File: src/rtl/ptbe_pkg.sv
// ----------------------------------------------------------------------------
// ptbe_pkg
// Shared types and constants of the planar tile bitplane encoder.
// ----------------------------------------------------------------------------
package ptbe_pkg;

    // Width of the tile counter; it wraps at this many bits.
    localparam int TILE_COUNT_BITS = 19;

    localparam int PIX_W       = 8;
    localparam int BYTE_W      = 8;
    localparam int ROW_W       = 3;
    localparam int LIMIT_W     = 19;
    localparam int DIM_W       = 10;
    localparam int TOTAL_W     = 2 * DIM_W;
    localparam int CMP_W       = (TILE_COUNT_BITS > TOTAL_W) ? TILE_COUNT_BITS : TOTAL_W;
    localparam int CFG_IDX_W   = 2;
    localparam int CFG_DATA_W  = LIMIT_W;

    localparam logic [ROW_W-1:0] COL_LAST = 3'd7;
    localparam logic [ROW_W-1:0] ROW_LAST = 3'd7;

    // Configuration register indexes.
    localparam logic [CFG_IDX_W-1:0] REG_TILE_LIMIT   = 2'd0;
    localparam logic [CFG_IDX_W-1:0] REG_WIDTH_TILES  = 2'd1;
    localparam logic [CFG_IDX_W-1:0] REG_HEIGHT_TILES = 2'd2;

    localparam logic [DIM_W-1:0] DIM_RESET = 10'd1;

    // Command kinds passed from the front to the back.
    localparam logic CMD_ROW  = 1'b0;
    localparam logic CMD_TILE = 1'b1;

    localparam int QUEUE_DEPTH = 4;
    localparam int QUEUE_PTR_W = 2;
    localparam int QUEUE_CNT_W = 3;

    // The back walks a tile command in nine steps: low byte, then eight high rows.
    localparam int STEP_W = 4;
    localparam logic [STEP_W-1:0] STEP_FIRST = 4'd0;
    localparam logic [STEP_W-1:0] STEP_LAST  = 4'd8;

    typedef struct packed {
        logic              kind;
        logic              bank;
        logic              fin;
        logic [ROW_W-1:0]  row;
        logic [BYTE_W-1:0] data;
    } cmd_t;

    typedef struct packed {
        logic              en;
        logic              bank;
        logic [ROW_W-1:0]  row;
        logic [BYTE_W-1:0] data;
    } hi_wr_t;

    typedef struct packed {
        logic valid;
        logic bank;
    } release_t;

endpackage

File: src/rtl/ptbe_front.sv
// ----------------------------------------------------------------------------
// ptbe_front
// Accepts pixels, builds the plane rows, counts tiles and issues commands.
// ----------------------------------------------------------------------------
module ptbe_front (
    input  logic                           clk,
    input  logic                           rst_n,
    input  logic                           push,
    output logic                           full,
    input  logic [ptbe_pkg::PIX_W-1:0]     pixel,
    input  logic                           first_of_image,
    input  logic                           cfg_valid,
    output logic                           cfg_ready,
    input  logic [ptbe_pkg::CFG_IDX_W-1:0] cfg_index,
    input  logic [ptbe_pkg::CFG_DATA_W-1:0] cfg_data,
    input  logic                           q_full,
    output logic                           q_push,
    output ptbe_pkg::cmd_t                 q_cmd,
    output ptbe_pkg::hi_wr_t               hi_wr,
    input  ptbe_pkg::release_t             bank_release
);
    import ptbe_pkg::*;

    logic [BYTE_W-1:0]          lo_reg, lo_next;
    logic [BYTE_W-1:0]          hi_reg, hi_next;
    logic [ROW_W-1:0]           col_reg, col_next;
    logic [ROW_W-1:0]           row_reg, row_next;
    logic [TILE_COUNT_BITS-1:0] tiles_reg, tiles_next;
    logic                       stopped_reg, stopped_next;
    logic                       bank_reg, bank_next;
    logic [1:0]                 busy_reg, busy_next;
    logic [LIMIT_W-1:0]         limit_reg;
    logic [DIM_W-1:0]           width_reg;
    logic [DIM_W-1:0]           height_reg;
    logic [TOTAL_W-1:0]         total;

    logic                       accept;
    logic                       work;
    logic                       row_done;
    logic                       tile_done;
    logic                       fin;
    logic [ROW_W-1:0]           eff_col;
    logic [ROW_W-1:0]           eff_row;
    logic [TILE_COUNT_BITS-1:0] eff_tiles;
    logic [TILE_COUNT_BITS-1:0] tiles_inc;
    logic                       eff_stopped;
    logic [BYTE_W-1:0]          lo_shift;
    logic [BYTE_W-1:0]          hi_shift;
    logic                       hit_limit;
    logic                       hit_total;

    assign cfg_ready = 1'b1;

    // The bank about to be filled must have been drained by the back first.
    assign full   = q_full || busy_reg[bank_reg];
    assign accept = push && !full;

    always_comb
    begin
        eff_col     = first_of_image ? '0 : col_reg;
        eff_row     = first_of_image ? '0 : row_reg;
        eff_tiles   = first_of_image ? '0 : tiles_reg;
        eff_stopped = first_of_image ? 1'b0 : stopped_reg;

        lo_shift  = {lo_reg[BYTE_W-2:0], pixel[0]};
        hi_shift  = {hi_reg[BYTE_W-2:0], pixel[1]};
        tiles_inc = TILE_COUNT_BITS'(eff_tiles + 1'b1);
        total     = TOTAL_W'(width_reg) * TOTAL_W'(height_reg);

        work      = accept && !eff_stopped;
        row_done  = work && (eff_col == COL_LAST);
        tile_done = row_done && (eff_row == ROW_LAST);

        hit_limit = (limit_reg != '0) && (CMP_W'(tiles_inc) == CMP_W'(limit_reg));
        hit_total = (total != '0) && (CMP_W'(tiles_inc) == CMP_W'(total));
        fin       = hit_limit || hit_total;

        lo_next      = lo_reg;
        hi_next      = hi_reg;
        col_next     = col_reg;
        row_next     = row_reg;
        tiles_next   = tiles_reg;
        stopped_next = stopped_reg;
        bank_next    = bank_reg;
        busy_next    = busy_reg;

        if (accept)
        begin
            col_next     = eff_col;
            row_next     = eff_row;
            tiles_next   = eff_tiles;
            stopped_next = eff_stopped;
        end
        if (work)
        begin
            lo_next  = lo_shift;
            hi_next  = hi_shift;
            col_next = ROW_W'(eff_col + 1'b1);
        end
        if (row_done)
        begin
            row_next = ROW_W'(eff_row + 1'b1);
        end
        if (bank_release.valid)
        begin
            busy_next[bank_release.bank] = 1'b0;
        end
        if (tile_done)
        begin
            tiles_next          = tiles_inc;
            stopped_next        = fin;
            bank_next           = ~bank_reg;
            busy_next[bank_reg] = 1'b1;
        end

        q_push      = row_done;
        q_cmd.kind  = (eff_row == ROW_LAST) ? CMD_TILE : CMD_ROW;
        q_cmd.bank  = bank_reg;
        q_cmd.fin   = fin;
        q_cmd.row   = eff_row;
        q_cmd.data  = lo_shift;

        hi_wr.en   = row_done;
        hi_wr.bank = bank_reg;
        hi_wr.row  = eff_row;
        hi_wr.data = hi_shift;
    end

    always_ff @(posedge clk or negedge rst_n)
    begin
        if (!rst_n)
        begin
            col_reg     <= '0;
            row_reg     <= '0;
            tiles_reg   <= '0;
            stopped_reg <= 1'b0;
            bank_reg    <= 1'b0;
            busy_reg    <= '0;
            limit_reg   <= '0;
            width_reg   <= DIM_RESET;
            height_reg  <= DIM_RESET;
        end
        else
        begin
            col_reg     <= col_next;
            row_reg     <= row_next;
            tiles_reg   <= tiles_next;
            stopped_reg <= stopped_next;
            bank_reg    <= bank_next;
            busy_reg    <= busy_next;
            if (cfg_valid)
            begin
                case (cfg_index)
                    REG_TILE_LIMIT:   limit_reg  <= cfg_data[LIMIT_W-1:0];
                    REG_WIDTH_TILES:  width_reg  <= cfg_data[DIM_W-1:0];
                    REG_HEIGHT_TILES: height_reg <= cfg_data[DIM_W-1:0];
                    default:          ;
                endcase
            end
        end
    end

    // Row shift registers carry only payload.
    always_ff @(posedge clk)
    begin
        lo_reg <= lo_next;
        hi_reg <= hi_next;
    end

endmodule

File: src/rtl/ptbe_cmd_queue.sv
// ----------------------------------------------------------------------------
// ptbe_cmd_queue
// Short first-in first-out queue of commands between the front and the back.
// ----------------------------------------------------------------------------
module ptbe_cmd_queue (
    input  logic           clk,
    input  logic           rst_n,
    input  logic           push,
    input  ptbe_pkg::cmd_t push_cmd,
    output logic           full,
    input  logic           pop,
    output ptbe_pkg::cmd_t head_cmd,
    output logic           empty
);
    import ptbe_pkg::*;

    cmd_t                   slot_reg [QUEUE_DEPTH];
    logic [QUEUE_PTR_W-1:0] wr_ptr_reg, wr_ptr_next;
    logic [QUEUE_PTR_W-1:0] rd_ptr_reg, rd_ptr_next;
    logic [QUEUE_CNT_W-1:0] count_reg, count_next;
    logic                   do_push;
    logic                   do_pop;

    assign full     = (count_reg == QUEUE_CNT_W'(QUEUE_DEPTH));
    assign empty    = (count_reg == '0);
    assign head_cmd = slot_reg[rd_ptr_reg];
    assign do_push  = push && !full;
    assign do_pop   = pop && !empty;

    always_comb
    begin
        wr_ptr_next = do_push ? QUEUE_PTR_W'(wr_ptr_reg + 1'b1) : wr_ptr_reg;
        rd_ptr_next = do_pop ? QUEUE_PTR_W'(rd_ptr_reg + 1'b1) : rd_ptr_reg;
        count_next  = count_reg;
        if (do_push && !do_pop)
        begin
            count_next = QUEUE_CNT_W'(count_reg + 1'b1);
        end
        else if (do_pop && !do_push)
        begin
            count_next = QUEUE_CNT_W'(count_reg - 1'b1);
        end
    end

    always_ff @(posedge clk or negedge rst_n)
    begin
        if (!rst_n)
        begin
            wr_ptr_reg <= '0;
            rd_ptr_reg <= '0;
            count_reg  <= '0;
        end
        else
        begin
            wr_ptr_reg <= wr_ptr_next;
            rd_ptr_reg <= rd_ptr_next;
            count_reg  <= count_next;
        end
    end

    always_ff @(posedge clk)
    begin
        if (do_push)
        begin
            slot_reg[wr_ptr_reg] <= push_cmd;
        end
    end

endmodule

File: src/rtl/ptbe_back.sv
// ----------------------------------------------------------------------------
// ptbe_back
// Executes commands: holds the high plane banks and drives the result register.
// ----------------------------------------------------------------------------
module ptbe_back (
    input  logic                        clk,
    input  logic                        rst_n,
    input  ptbe_pkg::hi_wr_t            hi_wr,
    input  logic                        q_empty,
    input  ptbe_pkg::cmd_t              q_cmd,
    output logic                        q_pop,
    output ptbe_pkg::release_t          bank_release,
    output logic                        empty,
    input  logic                        pop,
    output logic [ptbe_pkg::BYTE_W-1:0] tile_byte,
    output logic                        plane,
    output logic [ptbe_pkg::ROW_W-1:0]  row,
    output logic                        tile_end,
    output logic                        finished
);
    import ptbe_pkg::*;

    // Two banks of eight high plane rows: one fills while the other drains.
    logic [BYTE_W-1:0] bank_reg [2][8];

    logic [STEP_W-1:0] step_reg, step_next;
    logic              out_valid_reg, out_valid_next;
    logic [BYTE_W-1:0] byte_reg, byte_next;
    logic              plane_reg, plane_next;
    logic [ROW_W-1:0]  row_reg, row_next;
    logic              tend_reg, tend_next;
    logic              fin_reg, fin_next;

    logic              slot_free;
    logic              fire;
    logic              cmd_done;
    logic [ROW_W-1:0]  rd_row;

    assign slot_free = !out_valid_reg || pop;
    assign fire      = !q_empty && slot_free;
    assign rd_row    = ROW_W'(step_reg[ROW_W-1:0] - 1'b1);

    always_comb
    begin
        cmd_done = (step_reg == STEP_LAST) ||
                   ((step_reg == STEP_FIRST) && (q_cmd.kind == CMD_ROW));

        q_pop              = fire && cmd_done;
        bank_release.valid = fire && (step_reg == STEP_LAST);
        bank_release.bank  = q_cmd.bank;

        step_next = step_reg;
        if (fire)
        begin
            step_next = cmd_done ? STEP_FIRST : STEP_W'(step_reg + 1'b1);
        end

        out_valid_next = out_valid_reg;
        if (slot_free)
        begin
            out_valid_next = fire;
        end

        byte_next  = byte_reg;
        plane_next = plane_reg;
        row_next   = row_reg;
        tend_next  = tend_reg;
        fin_next   = fin_reg;
        if (fire)
        begin
            if (step_reg == STEP_FIRST)
            begin
                byte_next  = q_cmd.data;
                plane_next = 1'b0;
                row_next   = q_cmd.row;
                tend_next  = 1'b0;
                fin_next   = 1'b0;
            end
            else
            begin
                byte_next  = bank_reg[q_cmd.bank][rd_row];
                plane_next = 1'b1;
                row_next   = rd_row;
                tend_next  = (step_reg == STEP_LAST);
                fin_next   = (step_reg == STEP_LAST) && q_cmd.fin;
            end
        end
    end

    always_ff @(posedge clk or negedge rst_n)
    begin
        if (!rst_n)
        begin
            step_reg      <= STEP_FIRST;
            out_valid_reg <= 1'b0;
        end
        else
        begin
            step_reg      <= step_next;
            out_valid_reg <= out_valid_next;
        end
    end

    always_ff @(posedge clk)
    begin
        byte_reg  <= byte_next;
        plane_reg <= plane_next;
        row_reg   <= row_next;
        tend_reg  <= tend_next;
        fin_reg   <= fin_next;
        if (hi_wr.en)
        begin
            bank_reg[hi_wr.bank][hi_wr.row] <= hi_wr.data;
        end
    end

    assign empty     = !out_valid_reg;
    assign tile_byte = byte_reg;
    assign plane     = plane_reg;
    assign row       = row_reg;
    assign tile_end  = tend_reg;
    assign finished  = fin_reg;

    // The step counter never runs past the last high row.
    a_step_range: assert property (@(posedge clk) disable iff (!rst_n)
        step_reg <= STEP_LAST)
        else $error("back step counter out of range");

endmodule

File: src/rtl/planar_tile_bitplane_encoder.sv
// ----------------------------------------------------------------------------
// planar_tile_bitplane_encoder
// Two bit per pixel planar tile encoder producing plane rows tile by tile.
// ----------------------------------------------------------------------------
// Pixels are taken at one per clock in tile order unless full, and each
// completed tile row yields its low plane byte; the last pixel of a tile also
// yields the eight high plane bytes, which the output delivers one per clock
// after the low byte while pop is high. Results pass through the command queue
// and the output register. full rises only when the four-entry command queue
// is full or when the high plane bank about to be refilled is not yet drained;
// the banks are double-buffered, so with pop held high the input never stalls.
// Configuration is written through cfg_valid/cfg_ready, which is always ready.
// ----------------------------------------------------------------------------
module planar_tile_bitplane_encoder (
    input  logic                            clk,
    input  logic                            rst_n,
    input  logic                            push,
    output logic                            full,
    input  logic [ptbe_pkg::PIX_W-1:0]      pixel,
    input  logic                            first_of_image,
    output logic                            empty,
    input  logic                            pop,
    output logic [ptbe_pkg::BYTE_W-1:0]     tile_byte,
    output logic                            plane,
    output logic [ptbe_pkg::ROW_W-1:0]      row,
    output logic                            tile_end,
    output logic                            finished,
    input  logic                            cfg_valid,
    output logic                            cfg_ready,
    input  logic [ptbe_pkg::CFG_IDX_W-1:0]  cfg_index,
    input  logic [ptbe_pkg::CFG_DATA_W-1:0] cfg_data
);
    import ptbe_pkg::*;

    logic     q_push;
    logic     q_full;
    logic     q_pop;
    logic     q_empty;
    cmd_t     push_cmd;
    cmd_t     head_cmd;
    hi_wr_t   hi_wr;
    release_t bank_release;

    ptbe_front u_front (
        .clk            (clk),
        .rst_n          (rst_n),
        .push           (push),
        .full           (full),
        .pixel          (pixel),
        .first_of_image (first_of_image),
        .cfg_valid      (cfg_valid),
        .cfg_ready      (cfg_ready),
        .cfg_index      (cfg_index),
        .cfg_data       (cfg_data),
        .q_full         (q_full),
        .q_push         (q_push),
        .q_cmd          (push_cmd),
        .hi_wr          (hi_wr),
        .bank_release   (bank_release)
    );

    ptbe_cmd_queue u_queue (
        .clk      (clk),
        .rst_n    (rst_n),
        .push     (q_push),
        .push_cmd (push_cmd),
        .full     (q_full),
        .pop      (q_pop),
        .head_cmd (head_cmd),
        .empty    (q_empty)
    );

    ptbe_back u_back (
        .clk          (clk),
        .rst_n        (rst_n),
        .hi_wr        (hi_wr),
        .q_empty      (q_empty),
        .q_cmd        (head_cmd),
        .q_pop        (q_pop),
        .bank_release (bank_release),
        .empty        (empty),
        .pop          (pop),
        .tile_byte    (tile_byte),
        .plane        (plane),
        .row          (row),
        .tile_end     (tile_end),
        .finished     (finished)
    );

    // The finishing flag only ever rides on the closing byte of a tile.
    a_fin_on_end: assert property (@(posedge clk) disable iff (!rst_n)
        (!empty && finished) |-> tile_end)
        else $error("finished without tile_end");

    // A tile closes on its last high plane row.
    a_end_is_last_high: assert property (@(posedge clk) disable iff (!rst_n)
        (!empty && tile_end) |-> (plane && (row == ROW_LAST)))
        else $error("tile_end on a byte other than the last high row");

    // Nothing is emitted while the command queue has nothing to say.
    a_no_idle_output: assert property (@(posedge clk) disable iff (!rst_n)
        (q_empty && (empty || pop)) |=> empty)
        else $error("result produced without a command");

endmodule
File: config.mk
export PLATFORM = sky130hd
export DESIGN_NAME = planar_tile_bitplane_encoder
export DESIGN_NICKNAME = d
export VERILOG_FILES = /design/src/rtl/ptbe_pkg.sv /design/src/rtl/ptbe_front.sv /design/src/rtl/ptbe_cmd_queue.sv /design/src/rtl/ptbe_back.sv /design/src/rtl/planar_tile_bitplane_encoder.sv
export SDC_FILE = /design/constraint.sdc
export NUM_CORES = 1
export LEC_CHECK = 0
export BUFFER_PORTS_ARGS = -buffer_cell sky130_fd_sc_hd__buf_2
export CORE_MARGIN = 8
export CORE_UTILIZATION = 60
export CTS_CLUSTER_SIZE = 30
export DETAILED_ROUTE_END_ITERATION = 10
export GPL_ROUTABILITY_DRIVEN = 0
export PLACE_DENSITY_LB_ADDON = 0.2
export RECOVER_POWER = 25
export SETUP_SLACK_MARGIN = 0.05
export SLEW_MARGIN = 30
export SYNTH_ARGS = -nofsm -noshare
export SYNTH_HDL_FRONTEND = slang
export SYNTH_SLANG_ARGS = --single-unit
export TNS_END_PERCENT = 5
File: constraint.sdc
create_clock -name clk -period 9.2 [get_ports clk]
set_clock_uncertainty 0.05 [all_clocks]
set_input_delay 1.38 -clock clk [delete_from_list [all_inputs] [get_ports clk]]
set_output_delay 1.38 -clock clk [all_outputs]
set_load 0.1 [all_outputs]
==> results.md <==
* Drt total wl at 32.97 mm
* Flops & latches, synth at 292
* Buf/Inv on CP at 1
* Die area at 0.03192 sq mm
* Synth warn at 0
* Num ports at 52
* Largest family of logic cells by synthesized area: adder cells
* Final hold violations at 0
* Setup_tns at 0 ns
* Worst path cell trace: nand2_1 > fa_1 > fa_1 > fa_1 > fa_1 > inv_1 > fa_1 > ha_1 > a21o_1 > or3_1 > o21a_1 > o211ai_1 > xnor2_1 > nand3_1 > nor4_1 > and4_1 > o2bb2ai_1
* Post-Synth Simple-Gate Area at 10.70%
* Clock Sinks at 292
* Later-pin clock latency in the skew report at 0.55 ns
* Max reg flops at 128
* Die Ht at 178.7 microns
* Slew Limit Fails at 0
* Max-cap violations at 0
* Gr ovfl total at 0
* Post-detail-place hpwl at 22.30 mm
* Fmax at 157.0 MHz
* Synth-to-layout area growth at 8.962%
* Ys async rst share at 27.40%
* Clk slew on worst S/H paths at 0.06 ns
* Num CTS Buffers at 29
* Post-CTS Repair Setup Buffers at 0
* Vias at 9572
* DRC Markers at 0
* Critical Path Fanout Max at 11
* WL/cell at 20.90 microns
* Die Span X at 178.7 microns
* Mapped cell area at 0.01587 sq mm
* Outcome: completed
* Post-CTS Resized at 0
* Site Rows at 59
* Top Family by Delay on Critical Path: adder cells
* IO Port Bufs at 44
* Mapped Nets at 1352
* Adder-Cell Fraction of Synth Area at 13.23%
* Commonest non-fill, non-tap cells in the layout: 212 x edfxtp_1, 124 x nand2_1, 77 x dfrtp_1, 71 x inv_1, 67 x ha_1
* Post-DRT Antenna Nets at 0
* Commonest non-fill, non-tap cell in the layout: edfxtp_1
* Worst EP arrival at 6.60 ns
* Crit share post-route at 69.22%
* Worst-Margin Slew at 0.9358 ns
* Compound-Gate Fraction of Synth Area at 5.242%
* Worst setup EP type: flop
* Synth Area in XOR/XNOR at 3.965%
* Sequential element share of the synthesized area at 52.74%
* Crit-path most repeated cell: fa_1
* Initial drt markers at 608
* Initial core utilization at 61.08%
* RSZ-0062 raised after global routing: false
* Vias per cell at 6.066
* EDFF count, synth at 212
* WS Path Type: flop to flop
* Clock root cell: clkbuf_16
* Primary FF master, synth: edfxtp_1
* Clock Path Buffers at 3
* Worst slew margin at 37.38%
* Multiplexer share of the synthesized area at 10.96%
* CP max stage delay at 0.69 ns
* Antenna violations before repair at 0
* Nets at 1385
* Syn Inst Count at 1187
* Via count of the first global-routing pass at 9834
* Setup-failing EPs final at 0
* Global-route usage over all layers at 21.50%
* Proportion of layout cells with a drive suffix above 1 at 17.78%
* Largest net degree at the start of global routing at 81
* Unique masters post-synth at 73
* First-pass GRT wire length at 53.37 mm
* Tmin final at 6.368 ns
* CTS tree: built
* # diodes at 0
* Hold buffer count at CTS at 0
* CP max-delay cell: dfrtp_1
* H-Tree Depth at 1
* DR pass1 iterations at 7
* Worst hold path class: flop to flop
* CP required at 9.43 ns
* Startpoint types: flop
* Avg Inst Size Synth at 13.37 sq um
* Core area at 0.02598 sq mm
[cells in the mapped netlist, drive strengths merged (19+ instances only)]
master,n,share of area [%]
a21oi,29,0.94
mux4,49,7.0
dfrtp,78,12
xor2,31,1.7
edfxtp,212,40
ha,67,5.3
nand3,22,0.77
nor2,46,1.1
nor3,19,0.63
and2,47,1.9
inv,73,1.7
mux2,52,3.7
nand2,125,3.0
fa,63,7.9
clkbuf,40,0.95
o21ai,30,0.95
xnor2,40,2.3
[through the flow]
| step | utilization (%) | hold WS, ns | instances | instance area (sq um) | worst slack (ns) |
|---|---|---|---|---|---|
| floorplan | - | 0.4087 | 1187 | 15870 | 3.335 |
| global placement | 63.05 | 0.4320 | 1524 | 16380 | 2.914 |
| detailed placement | 63.10 | 0.4374 | 1524 | 16400 | 2.857 |
| CTS | 66.54 | 0.4520 | 1578 | 17290 | 2.827 |
| global route | 66.56 | 0.4655 | 1578 | 17300 | 2.561 |
| finish | 66.56 | 0.4545 | 1578 | 17300 | 2.832 |
[cell families after synthesis]
group,count (synthesis)
buf+inv,128
simple gates,336
xor+xnor,71
fa+ha+maj,130
mux,106
compound gates,123
flops,292
other cells,1
[metal layers]
| metal | vias up | GRT usage, % | routed length (microns) |
|---|---|---|---|
| met3 | 52 | 2.696 | 1767 |
| met5 | - | 0 | 0 |
| met1 | 4873 | 27.55 | 13280 |
| met2 | 285 | 38.37 | 17140 |
| li1 | 4362 | - | - |
| met4 | 0 | 5.374 | 786 |
[cell type report]
| type | instances | area (sq um) |
|---|---|---|
| flip-flops and latches | 292 | 8372 |
| clock buffers | 35 | 748.2 |
| repair buffers | 55 | 309.0 |
| inverters | 75 | 281.5 |
| well taps | 335 | 419.2 |
| multi-input cells | 767 | 7019 |
| clock inverters | 19 | 146.4 |
| fillers | 1906 | 8690 |
[path summary, 6_finish.rpt]
| check | startpoint | end | slack, ns | cells past startpoint |
|---|---|---|---|---|
| max in group asynchronous | rst_n | u_queue.rd_ptr_reg[0] | 7.75 | 1 |
| max | u_front.width_reg[4] | u_queue.slot_reg[2][11] | 2.83 | 17 |
| min reg2reg | u_front.lo_reg[6] | u_queue.slot_reg[1][7] | 0.45 | 0 |
| min | u_front.lo_reg[6] | u_queue.slot_reg[1][7] | 0.45 | 0 |
| max reg2reg | u_front.width_reg[4] | u_queue.slot_reg[2][11] | 2.83 | 17 |
| min in group asynchronous | rst_n | u_front.tiles_reg[18] | 0.81 | 1 |
Power is not shown: default switching activity piles up to over one toggle a cycle in this logic, so the estimate is an artifact.
